==> src/hdl/assert_macros.svh <==
// Assertion helpers; the enclosing module supplies clk and rst_n.
`ifndef ASSERT_MACROS_SVH
`define ASSERT_MACROS_SVH

// Same-cycle implication.
`define ASSERT_IMPLIES(label, ante, cons, msg) \
  label: assert property (@(posedge clk) disable iff (!rst_n) (ante) |-> (cons)) \
    else $error(msg);

// Next-cycle implication.
`define ASSERT_NEXT(label, ante, cons, msg) \
  label: assert property (@(posedge clk) disable iff (!rst_n) (ante) |=> (cons)) \
    else $error(msg);

`endif

==> src/hdl/ffa_pkg.sv <==
package ffa_pkg;

  localparam int HEAP_UNITS   = 65536;
  localparam int HEADER_BYTES = 16;
  localparam int HDR_SHIFT    = $clog2(HEADER_BYTES);
  localparam int ADDR_W       = $clog2(HEAP_UNITS);
  localparam int SIZE_W       = 17;
  localparam int BRK_W        = ADDR_W + 1;
  localparam int BYTES_W      = 21;
  localparam int GROW_W       = 16;
  localparam int GUARD_W      = 18;
  localparam int IGUARD_W     = 17;

  localparam logic [GUARD_W-1:0]  ALLOC_GUARD_MAX = GUARD_W'(3 * HEAP_UNITS + 8);
  localparam logic [IGUARD_W-1:0] INS_GUARD_MAX   = IGUARD_W'(HEAP_UNITS + 1);

  localparam logic CMD_ALLOC = 1'b0;
  localparam logic CMD_FREE  = 1'b1;

  localparam logic CFG_MAX_REQ  = 1'b0;
  localparam logic CFG_MIN_GROW = 1'b1;

  typedef enum logic [1:0] {
    ST_OK      = 2'd0,
    ST_REJECT  = 2'd1,
    ST_OOM     = 2'd2,
    ST_BADFREE = 2'd3
  } status_t;

  typedef struct packed {
    logic [ADDR_W-1:0] link;
    logic [SIZE_W-1:0] size;
  } hdr_t;

  typedef struct packed {
    logic              we;
    logic [ADDR_W-1:0] waddr;
    hdr_t              wdata;
    logic [ADDR_W-1:0] raddr;
  } mem_req_t;

  typedef struct packed {
    logic              valid;
    status_t           status;
    logic [ADDR_W-1:0] addr;
  } result_t;

endpackage

==> src/hdl/ffa_seq.sv <==
module ffa_seq
  import ffa_pkg::*;
(
  input  logic               clk,
  input  logic               rst_n,
  input  logic               start,
  input  logic               cmd,
  input  logic [BYTES_W-1:0] req_bytes,
  input  logic [ADDR_W-1:0]  blk_addr,
  input  logic [BYTES_W-1:0] max_req,
  input  logic [GROW_W-1:0]  min_grow,
  input  logic               res_ready,
  output logic               idle,
  output result_t            res,
  output mem_req_t           mreq,
  input  hdr_t               rd
);

  typedef enum logic [3:0] {
    S_CLR, S_IDLE, S_FREE_CHK, A_START, A_LINK, A_EVAL, A_CARVE_RD, A_CARVE_WR,
    I_START, I_EVAL, I_RDN, I_WRB, I_WRP, S_RESP
  } state_t;

  state_t               state_r;
  logic [ADDR_W-1:0]    clr_cnt_r;
  logic [SIZE_W-1:0]    nunits_r;
  logic [ADDR_W-1:0]    bp_r, prev_r, p_r, n_r, ip_r, free_start_r;
  hdr_t                 prev_hdr_r, bhdr_r, newb_r;
  logic [SIZE_W-1:0]    ip_size_r;
  logic [GUARD_W-1:0]   guard_r;
  logic [IGUARD_W-1:0]  iguard_r;
  logic                 ins_grow_r;
  logic [BRK_W-1:0]     brk_r;
  status_t              status_r;
  logic [ADDR_W-1:0]    addr_r;

  logic [BYTES_W:0]     bytes_rnd;
  logic [BYTES_W-HDR_SHIFT+1:0] nu_calc;
  logic [ADDR_W-1:0]    free_bp;
  logic                 ins_found;
  logic [SIZE_W-1:0]    carve_size;
  logic [SIZE_W-1:0]    grow_nu;
  logic                 merge_n, merge_p;
  hdr_t                 newb;

  assign bytes_rnd = (BYTES_W+1)'(req_bytes) + (BYTES_W+1)'(HEADER_BYTES - 1);
  assign nu_calc   = (BYTES_W-HDR_SHIFT+2)'(bytes_rnd >> HDR_SHIFT) + 1'b1;
  assign free_bp   = blk_addr - 1'b1;
  assign ins_found = ((bp_r > ip_r) && (bp_r < rd.link)) ||
                     ((ip_r >= rd.link) && ((bp_r > ip_r) || (bp_r < rd.link)));
  assign carve_size = rd.size - nunits_r;
  assign grow_nu    = (nunits_r < SIZE_W'(min_grow)) ? SIZE_W'(min_grow) : nunits_r;
  assign merge_n = ((BRK_W+1)'(bp_r) + (BRK_W+1)'(bhdr_r.size)) == (BRK_W+1)'(n_r);
  assign merge_p = ((BRK_W+1)'(ip_r) + (BRK_W+1)'(ip_size_r)) == (BRK_W+1)'(bp_r);

  always_comb begin
    newb.link = merge_n ? rd.link : n_r;
    newb.size = merge_n ? bhdr_r.size + rd.size : bhdr_r.size;
  end

  assign idle       = (state_r == S_IDLE);
  assign res.valid  = (state_r == S_RESP);
  assign res.status = status_r;
  assign res.addr   = addr_r;

  // Memory port: read and write addresses are driven from the current state.
  always_comb begin
    mreq = '0;
    case (state_r)
      S_CLR: begin
        mreq.we    = 1'b1;
        mreq.waddr = clr_cnt_r;
      end
      S_IDLE:  mreq.raddr = free_bp;
      A_START: mreq.raddr = free_start_r;
      I_START: mreq.raddr = free_start_r;
      A_LINK:  mreq.raddr = rd.link;
      A_EVAL: begin
        mreq.raddr = rd.link;
        if (guard_r <= ALLOC_GUARD_MAX) begin
          if (rd.size == nunits_r) begin
            mreq.we    = 1'b1;
            mreq.waddr = prev_r;
            mreq.wdata = '{link: rd.link, size: prev_hdr_r.size};
          end else if (rd.size > nunits_r) begin
            mreq.we    = 1'b1;
            mreq.waddr = p_r;
            mreq.wdata = '{link: rd.link, size: carve_size};
          end else if (p_r == free_start_r &&
                       BRK_W'(grow_nu) <= BRK_W'(HEAP_UNITS) - brk_r) begin
            mreq.we    = 1'b1;
            mreq.waddr = brk_r[ADDR_W-1:0];
            mreq.wdata = '{link: '0, size: grow_nu};
          end
        end
      end
      A_CARVE_RD: mreq.raddr = p_r;
      A_CARVE_WR: begin
        mreq.we    = 1'b1;
        mreq.waddr = p_r;
        mreq.wdata = '{link: rd.link, size: nunits_r};
      end
      I_EVAL:  mreq.raddr = ins_found ? bp_r : rd.link;
      I_RDN:   mreq.raddr = n_r;
      I_WRB: begin
        mreq.we    = 1'b1;
        mreq.waddr = bp_r;
        mreq.wdata = newb;
      end
      I_WRP: begin
        mreq.we    = 1'b1;
        mreq.waddr = ip_r;
        if (merge_p) begin
          mreq.wdata.link = newb_r.link;
          mreq.wdata.size = ip_size_r + newb_r.size;
        end else begin
          mreq.wdata.link = bp_r;
          mreq.wdata.size = ip_size_r;
        end
      end
      default: mreq = '0;
    endcase
  end

  always_ff @(posedge clk) begin
    if (!rst_n) begin
      state_r      <= S_CLR;
      clr_cnt_r    <= '0;
      free_start_r <= '0;
      brk_r        <= BRK_W'(1);
      status_r     <= ST_OK;
      addr_r       <= '0;
      ins_grow_r   <= 1'b0;
      guard_r      <= '0;
      iguard_r     <= '0;
    end else begin
      case (state_r)
        S_CLR: begin
          clr_cnt_r <= clr_cnt_r + 1'b1;
          if (&clr_cnt_r) begin
            state_r <= S_IDLE;
          end
        end
        S_IDLE: begin
          if (start) begin
            addr_r   <= '0;
            status_r <= ST_OK;
            guard_r  <= '0;
            if (cmd == CMD_ALLOC) begin
              if (req_bytes == '0 || req_bytes > max_req) begin
                status_r <= ST_REJECT;
                state_r  <= S_RESP;
              end else if (nu_calc > (BYTES_W-HDR_SHIFT+2)'(HEAP_UNITS)) begin
                status_r <= ST_OOM;
                state_r  <= S_RESP;
              end else begin
                nunits_r <= SIZE_W'(nu_calc);
                state_r  <= A_START;
              end
            end else if (blk_addr == '0) begin
              state_r <= S_RESP;
            end else if (free_bp == '0 || BRK_W'(free_bp) >= brk_r) begin
              status_r <= ST_BADFREE;
              state_r  <= S_RESP;
            end else begin
              bp_r    <= free_bp;
              state_r <= S_FREE_CHK;
            end
          end
        end
        S_FREE_CHK: begin
          if (rd.size == '0 || BYTES_W'(rd.size) > max_req ||
              BRK_W'(rd.size) > brk_r - BRK_W'(bp_r)) begin
            status_r <= ST_BADFREE;
            state_r  <= S_RESP;
          end else begin
            ins_grow_r <= 1'b0;
            state_r    <= I_START;
          end
        end
        A_START: state_r <= A_LINK;
        A_LINK: begin
          prev_r     <= free_start_r;
          prev_hdr_r <= rd;
          p_r        <= rd.link;
          state_r    <= A_EVAL;
        end
        A_EVAL: begin
          if (guard_r > ALLOC_GUARD_MAX) begin
            status_r <= ST_OOM;
            state_r  <= S_RESP;
          end else if (rd.size == nunits_r) begin
            free_start_r <= prev_r;
            addr_r       <= p_r + 1'b1;
            state_r      <= S_RESP;
          end else if (rd.size > nunits_r) begin
            free_start_r <= prev_r;
            p_r          <= p_r + carve_size[ADDR_W-1:0];
            state_r      <= A_CARVE_RD;
          end else if (p_r == free_start_r) begin
            if (BRK_W'(grow_nu) > BRK_W'(HEAP_UNITS) - brk_r) begin
              status_r <= ST_OOM;
              state_r  <= S_RESP;
            end else begin
              bp_r       <= brk_r[ADDR_W-1:0];
              brk_r      <= brk_r + BRK_W'(grow_nu);
              ins_grow_r <= 1'b1;
              guard_r    <= guard_r + 1'b1;
              state_r    <= I_START;
            end
          end else begin
            // advance one link
            prev_r     <= p_r;
            prev_hdr_r <= rd;
            p_r        <= rd.link;
            guard_r    <= guard_r + 1'b1;
          end
        end
        A_CARVE_RD: state_r <= A_CARVE_WR;
        A_CARVE_WR: begin
          addr_r  <= p_r + 1'b1;
          state_r <= S_RESP;
        end
        I_START: begin
          ip_r     <= free_start_r;
          iguard_r <= '0;
          state_r  <= I_EVAL;
        end
        I_EVAL: begin
          if (iguard_r > INS_GUARD_MAX) begin
            status_r <= ins_grow_r ? ST_OOM : ST_BADFREE;
            state_r  <= S_RESP;
          end else if (ins_found) begin
            n_r       <= rd.link;
            ip_size_r <= rd.size;
            state_r   <= I_RDN;
          end else begin
            ip_r     <= rd.link;
            iguard_r <= iguard_r + 1'b1;
          end
        end
        I_RDN: begin
          bhdr_r  <= rd;
          state_r <= I_WRB;
        end
        I_WRB: begin
          newb_r  <= newb;
          state_r <= I_WRP;
        end
        I_WRP: begin
          free_start_r <= ip_r;
          state_r      <= ins_grow_r ? A_START : S_RESP;
        end
        S_RESP: begin
          if (res_ready) begin
            state_r <= S_IDLE;
          end
        end
        default: state_r <= S_IDLE;
      endcase
    end
  end

endmodule

==> config.mk <==
export PLATFORM = sky130hd
export DESIGN_NAME = ffa_seq
export DESIGN_NICKNAME = d
export VERILOG_FILES = /design/src/hdl/assert_macros.svh /design/src/hdl/ffa_pkg.sv /design/src/hdl/ffa_seq.sv
export SDC_FILE = /design/constraint.sdc
export NUM_CORES = 1
export LEC_CHECK = 0
export ABC_AREA = 1
export BUFFER_PORTS_ARGS = -buffer_cell sky130_fd_sc_hd__buf_2
export CORE_ASPECT_RATIO = 0.8
export CORE_UTILIZATION = 39
export DETAILED_ROUTE_END_ITERATION = 10
export PLACE_DENSITY_LB_ADDON = 0.15
export SLEW_MARGIN = 20
export SYNTH_ARGS = -nofsm -noshare
export SYNTH_HDL_FRONTEND = slang
export SYNTH_SLANG_ARGS = --single-unit
==> constraint.sdc <==
create_clock -name clk -period 5.2 [get_ports clk]
set_input_delay 0.78 -clock clk [delete_from_list [all_inputs] [get_ports clk]]
set_output_delay 0.78 -clock clk [all_outputs]
set_load 0.1 [all_outputs]
Word level (Yosys, flattened, before mapping)
Cells that the tools add are included.

storage, ports and cells
  flip-flop bits (word level) = 288
  input bits = 112
  output and inout bits = 86

cells by class
  add/subtract/negate cells = 16
  order comparisons = 15
  eq/ne operators = 44
  multiplexer cells = 98
  bitwise logic cells = 8
  reductions and logical operators = 40

operators by type and width
  operator               number
  $mux 16                27
  $mux 50                4
  $pmux 16 s2            5
  $mux 17                8
  $pmux 33 s4            1
  $mux 18                6
  $pmux 16 s6            1
  $pmux 17 s5            1
  $pmux 17 s2            2
  $mux 4                 15
  $pmux 4 s14            1
  $add 17x17->17         3
  $gt 17x17->1           3
  $pmux 16 s3            1
  $add 16x17->18         2
  $eq 18x16->1           2
  $ne 2x2->1 const B     18
  $pmux 18 s2            1
  $mux 33                1
  $add 16x1->16 const B  2
  $logic_not 16->1       2
  $mux 2                 13
  $eq 4x4->1 const B     6
  $ne 3x3->1 const B     8
  50 further kinds       88

Logic depth before layout (Yosys ltp)
  word-level depth = 9
  depth in mapped cells = 31
  depth with buffers taken out = 31

Least setup slack after synthesis
Ideal clock, no wire load.

  kind = input to output
  start = in min_grow[2]
  end = out mreq[59] in the netlist's numbering
  arrival time = 4.625 ns
  required time = 4.420 ns
  path slack = -0.205 ns
  stages = 26
  buffers on the path = 1
  path through = inv_1 ha_1 a21oi_1 nor3_1 o31ai_1 nand2_1 nand2_1 nand3_1 clkbuf_1 o21ai_0 ha_1 a21oi_1 nor3_1 o31ai_1 nand2_1 nand2_1 nand3_1 nand2_1 inv_1 nor2_1 nand2_1 nor2_1 o21ai_0 o21ai_0 nor2_1 o21ai_0

RTL lines
  element             RTL line       RTL
  start: declaration  ffa_seq.sv:11  input logic [GROW_W-1:0] min_grow,
  end: declaration    ffa_seq.sv:15  output mem_req_t mreq,

==> flow_summary_export.csv <==
group,metric,value,unit
global_route,overflow,0,
floorplanning,die_y,236,µm
setup_path,r2r_end,"guard_r[12]$_SDFFE_PN0P_",
yosys,ys_seq_elements,288,
hold_path,hp-class,"in -> reg",
sta,post-route-min-period,5.42,ns
drt,drcViolationCount,0,
placement,gp_congestion,1.02,
clock_network,cts_sinks,288,
hold_path,holdCritStartpoint,"rd[31]",
clock_network,htreeDepth,2,
setup_path,reg2regPathDepth,30,
yosys,yosysTopAreaCell,"edfxtp_1",
setup_path,cp_common_cell,"buf_12",
placement,io_buffers,197,
floorplanning,dieArea,69500,µm²
run_status,status,"finished with violations",
yosys,synthesis.area,26700,µm²
run_status,violations,"setup timing",
floorplanning,fp.dieW,294,µm
placement,dp_slack,-0.141,ns
clock_network,cts_buffers,36,
power_and_ir_drop,p_sw,1.66,mW
sta,fmax,184,MHz
sta,hold_viol,0,
finish,syn2layout_area_growth,25.0,%
power_and_ir_drop,fin_total_pwr,5.86,mW
finish,multi_input_area,17800,µm²
finish,drive_above_1_share,0.172,
placement,hpwl,97.6,mm
setup_path,required,4.42,ns
clock_network,cts_tree,"done",
yosys,syn_nets,4148,
setup_path,reg2reg_slack,0.18,ns
sta,finClkSkew,0.0256,ns
setup_path,path_class,"reg -> out",
yosys,netlist_instances,3740,
yosys,synthDominantCellAreaShare,0.204,
clock_network,clk_pin_slew,0.06,ns
setup_path,critical_path.startpoint,"nunits_r[14]$_DFFE_PP_",
setup_path,timing.rr.start,"nunits_r[14]$_DFFE_PP_",
finish,ff_latch_area,7580,µm²
yosys,synth_edf_count,181,
power_and_ir_drop,p_sw_frac,0.283,
floorplanning,ios,198,
yosys,yosysMostFrequentCell,"nand2_1",
drt,ant_nets,0,
sta,hold-worst-slack,0.418,ns
sta,setup_ws,-0.224,ns
drt,wirelength,123,mm
power_and_ir_drop,power_density,176,nW/µm²
global_route,grt_util_all_layers,0.346,
yosys,yosysUniqueCellTypes,59,
floorplanning,start_util,0.396,
clock_network,root_buffer,"clkbuf_16",
setup_path,crit_path_top_delay_cell,"edfxtp_1",
power_and_ir_drop,power.internal,4.20,mW
yosys,seq_area_frac_synth,0.284,
floorplanning,core,67400,µm²
floorplanning,core.rowCount,85,
drt,via_count,29076,
drt,via_per_inst,5.76,
yosys,synthTopCellsByArea,"edfxtp_1 20%, ha_1 14%, nand2_1 11%, dfxtp_1 8.0%, inv_1 6.7%",
hold_path,worstHoldPathCells,1,
finish,fillCellCount,6793,
power_and_ir_drop,pwr-share-seq,0.413,
yosys,synthArstFlopShare,0,
power_and_ir_drop,leakage,15.0,nW
power_and_ir_drop,clock_power_share,0.454,
global_route,grt_pass1_vias,25990,
yosys,postSynthAreaPerCell,7.14,µm²
sta,worst_pin_slew,1.17,ns
sta,finalSetupViolations,32,
hold_path,hold_path_end,"n_r[14]$_DFFE_PP_",
setup_path,critical-path-max-stage-delay,0.48,ns
sta,post-route-period-util,1.04,
drt,drt-initial-drc-count,3495,
setup_path,cp-end-kind,"primary output",
power_and_ir_drop,irDropWorstVdd,0.182,mV
global_route,grt_pass1_wl,177,mm
clock_network,cts_max_path_buffers,3,
sta,rsz0062_at_grt,"true",
finish,nets,4518,
clock_network,clock_latency,0.58,ns
drt,wire_per_inst,24.4,µm
power_and_ir_drop,p_comb_frac,0.133,
global_route,antenna_found_initial,6,
setup_path,crit_fanout,8,
global_route,grt_start_max_net_pins,60,
yosys,yosys_warnings,0,
setup_path,crit_arrival,4.64,ns
clock_network,holdBufCountCts,0,
setup_path,worst_setup_path_start_kind,"flip-flop",
job,cap_violations,0,
yosys,ys.flop_type,"edfxtp_1",
drt,drtPass1Iterations,8,
yosys,synth_commonest_cells,"785 x nand2_1, 474 x inv_1, 316 x a21oi_1",
setup_path,crit_chain,"ha_4 -> nand4_1 -> nor3_2 -> o2111ai_2 -> nand3_4 -> clkbuf_16 -> o21ai_2 -> ha_1 -> nand4_1 -> nor4_1 -> nand3b_1 -> nand2_2 -> inv_2 -> nor2_4 -> buf_12 -> buf_12 -> nand2_1 -> a21oi_2 -> o21ai_1 -> o21ai_1 -> nand3b_1 -> buf_12",
sta,slew_headroom,0.218,
sta,slew_viol_final,0,
[per-stage QoR]
stage | setup TNS [ns] | area [µm²] | std cells | util
final | -3.76 | 33400 | 5051 | 0.495
after global routing | -9.77 | 33300 | 5050 | 0.495
after CTS | -3.41 | 32300 | 5017 | 0.480
after detailed placement | -1.75 | 30700 | 4925 | 0.455
after global placement | -0.694 | 30700 | 4925 | 0.455
after floorplan | 0 | 26700 | 3740 | -
[registers in the layout, summed over array words and instances, names as in the netlist, 17 cells and up]
name	flops
bhdr_r	17
brk_r	17
guard_r	18
iguard_r	17
ip_size_r	17
newb_r	33
nunits_r	17
prev_hdr_r	17
[logic make-up after synthesis]
family,count (synthesis),synth area share
adders and majority gates,296,0.141
AOI/OAI and AO/OA,820,0.170
xor gates and xnor gates,184,0.0609
and+or+nand+nor,1567,0.260
DFF,288,0.284
buffers and inverters,585,0.0844
[power by group through the flow]
stage | sequential (mW) | clock, mW | combinational, mW
after floorplan | 2.47 | 0 | 0.400
after global placement | 2.47 | 0 | 0.726
after detailed placement | 2.47 | 0 | 0.728
after CTS | 2.42 | 2.69 | 0.733
after global routing | 2.42 | 2.76 | 0.839
final | 2.42 | 2.66 | 0.777
[layout by cell type (no fill, tap or decap), types with 15 or more instances in the layout]
cell type	n
inv_2	16
a21oi_2	23
nand3_2	31
o21ai_2	18
inv_1	465
nand4_1	111
o211ai_1	16
buf_2	137
buf_4	211
nor2_1	247
o21ai_1	33
nor2_4	23
edfxtp_1	181
nand2_2	19
dfxtp_1	105
nor2_2	23
a31oi_1	26
xnor2_1	54
nor3_1	63
nand3_1	171
a21oi_1	289
buf_12	66
o31ai_1	15
o22ai_1	40
and2_1	31
nand2_1	769
a21o_1	15
o21ai_0	258
xor2_1	128
clkbuf_16	41
nand3b_1	17
ha_1	277
nor4_1	23
o21bai_1	22
[critical path, delay by kind of cell (launching register included)]
family / cells / cell delay (ns)
and+or+nand+nor: 10 / 1.69
buffers and inverters: 5 / 0.74
AOI/OAI and AO/OA: 5 / 0.54
DFF: 1 / 0.48
adders and majority gates: 2 / 0.62
[layout make-up]
class	count	area share
Multi-Input combinational cell	2867	0.532
Timing Repair Buffer	428	0.114
Tap cell	913	0.0343
Sequential cell	288	0.227
Clock inverter	18	0.00484
Clock buffer	47	0.0313
Antenna cell	1	0.0000750
Inverter	489	0.0554
[routing by layer]
metal | global-route usage | share of wire | up-vias
met5 | 0 | 0 | -
met4 | 0.0966 | 0.030 | 0
met3 | 0.0745 | 0.11 | 223
met2 | 0.498 | 0.41 | 1596
met1 | 0.513 | 0.45 | 13682
li1 | - | - | 13575
[what timing repair did]
action / in CTS / in global routing
cloned: 1 / 4
hold endpoints to repair: 0 / 0
pin swaps: 19 / 50
endpoints found under the setup margin: 45 / 90
setup buffers: 26 / 31
gates resized for setup: 60 / 191
[how the worst max path moves through the flow]
stage | end | depth (start not counted)
after floorplan | bp_r[0]$_DFFE_PP_ | 23
after global placement | mreq[56] | 30
after detailed placement | mreq[54] | 30
after CTS | mreq[60] | 28
after global routing | mreq[19] | 25
final | mreq[19] | 22
(Power assumes the default switching activity.)
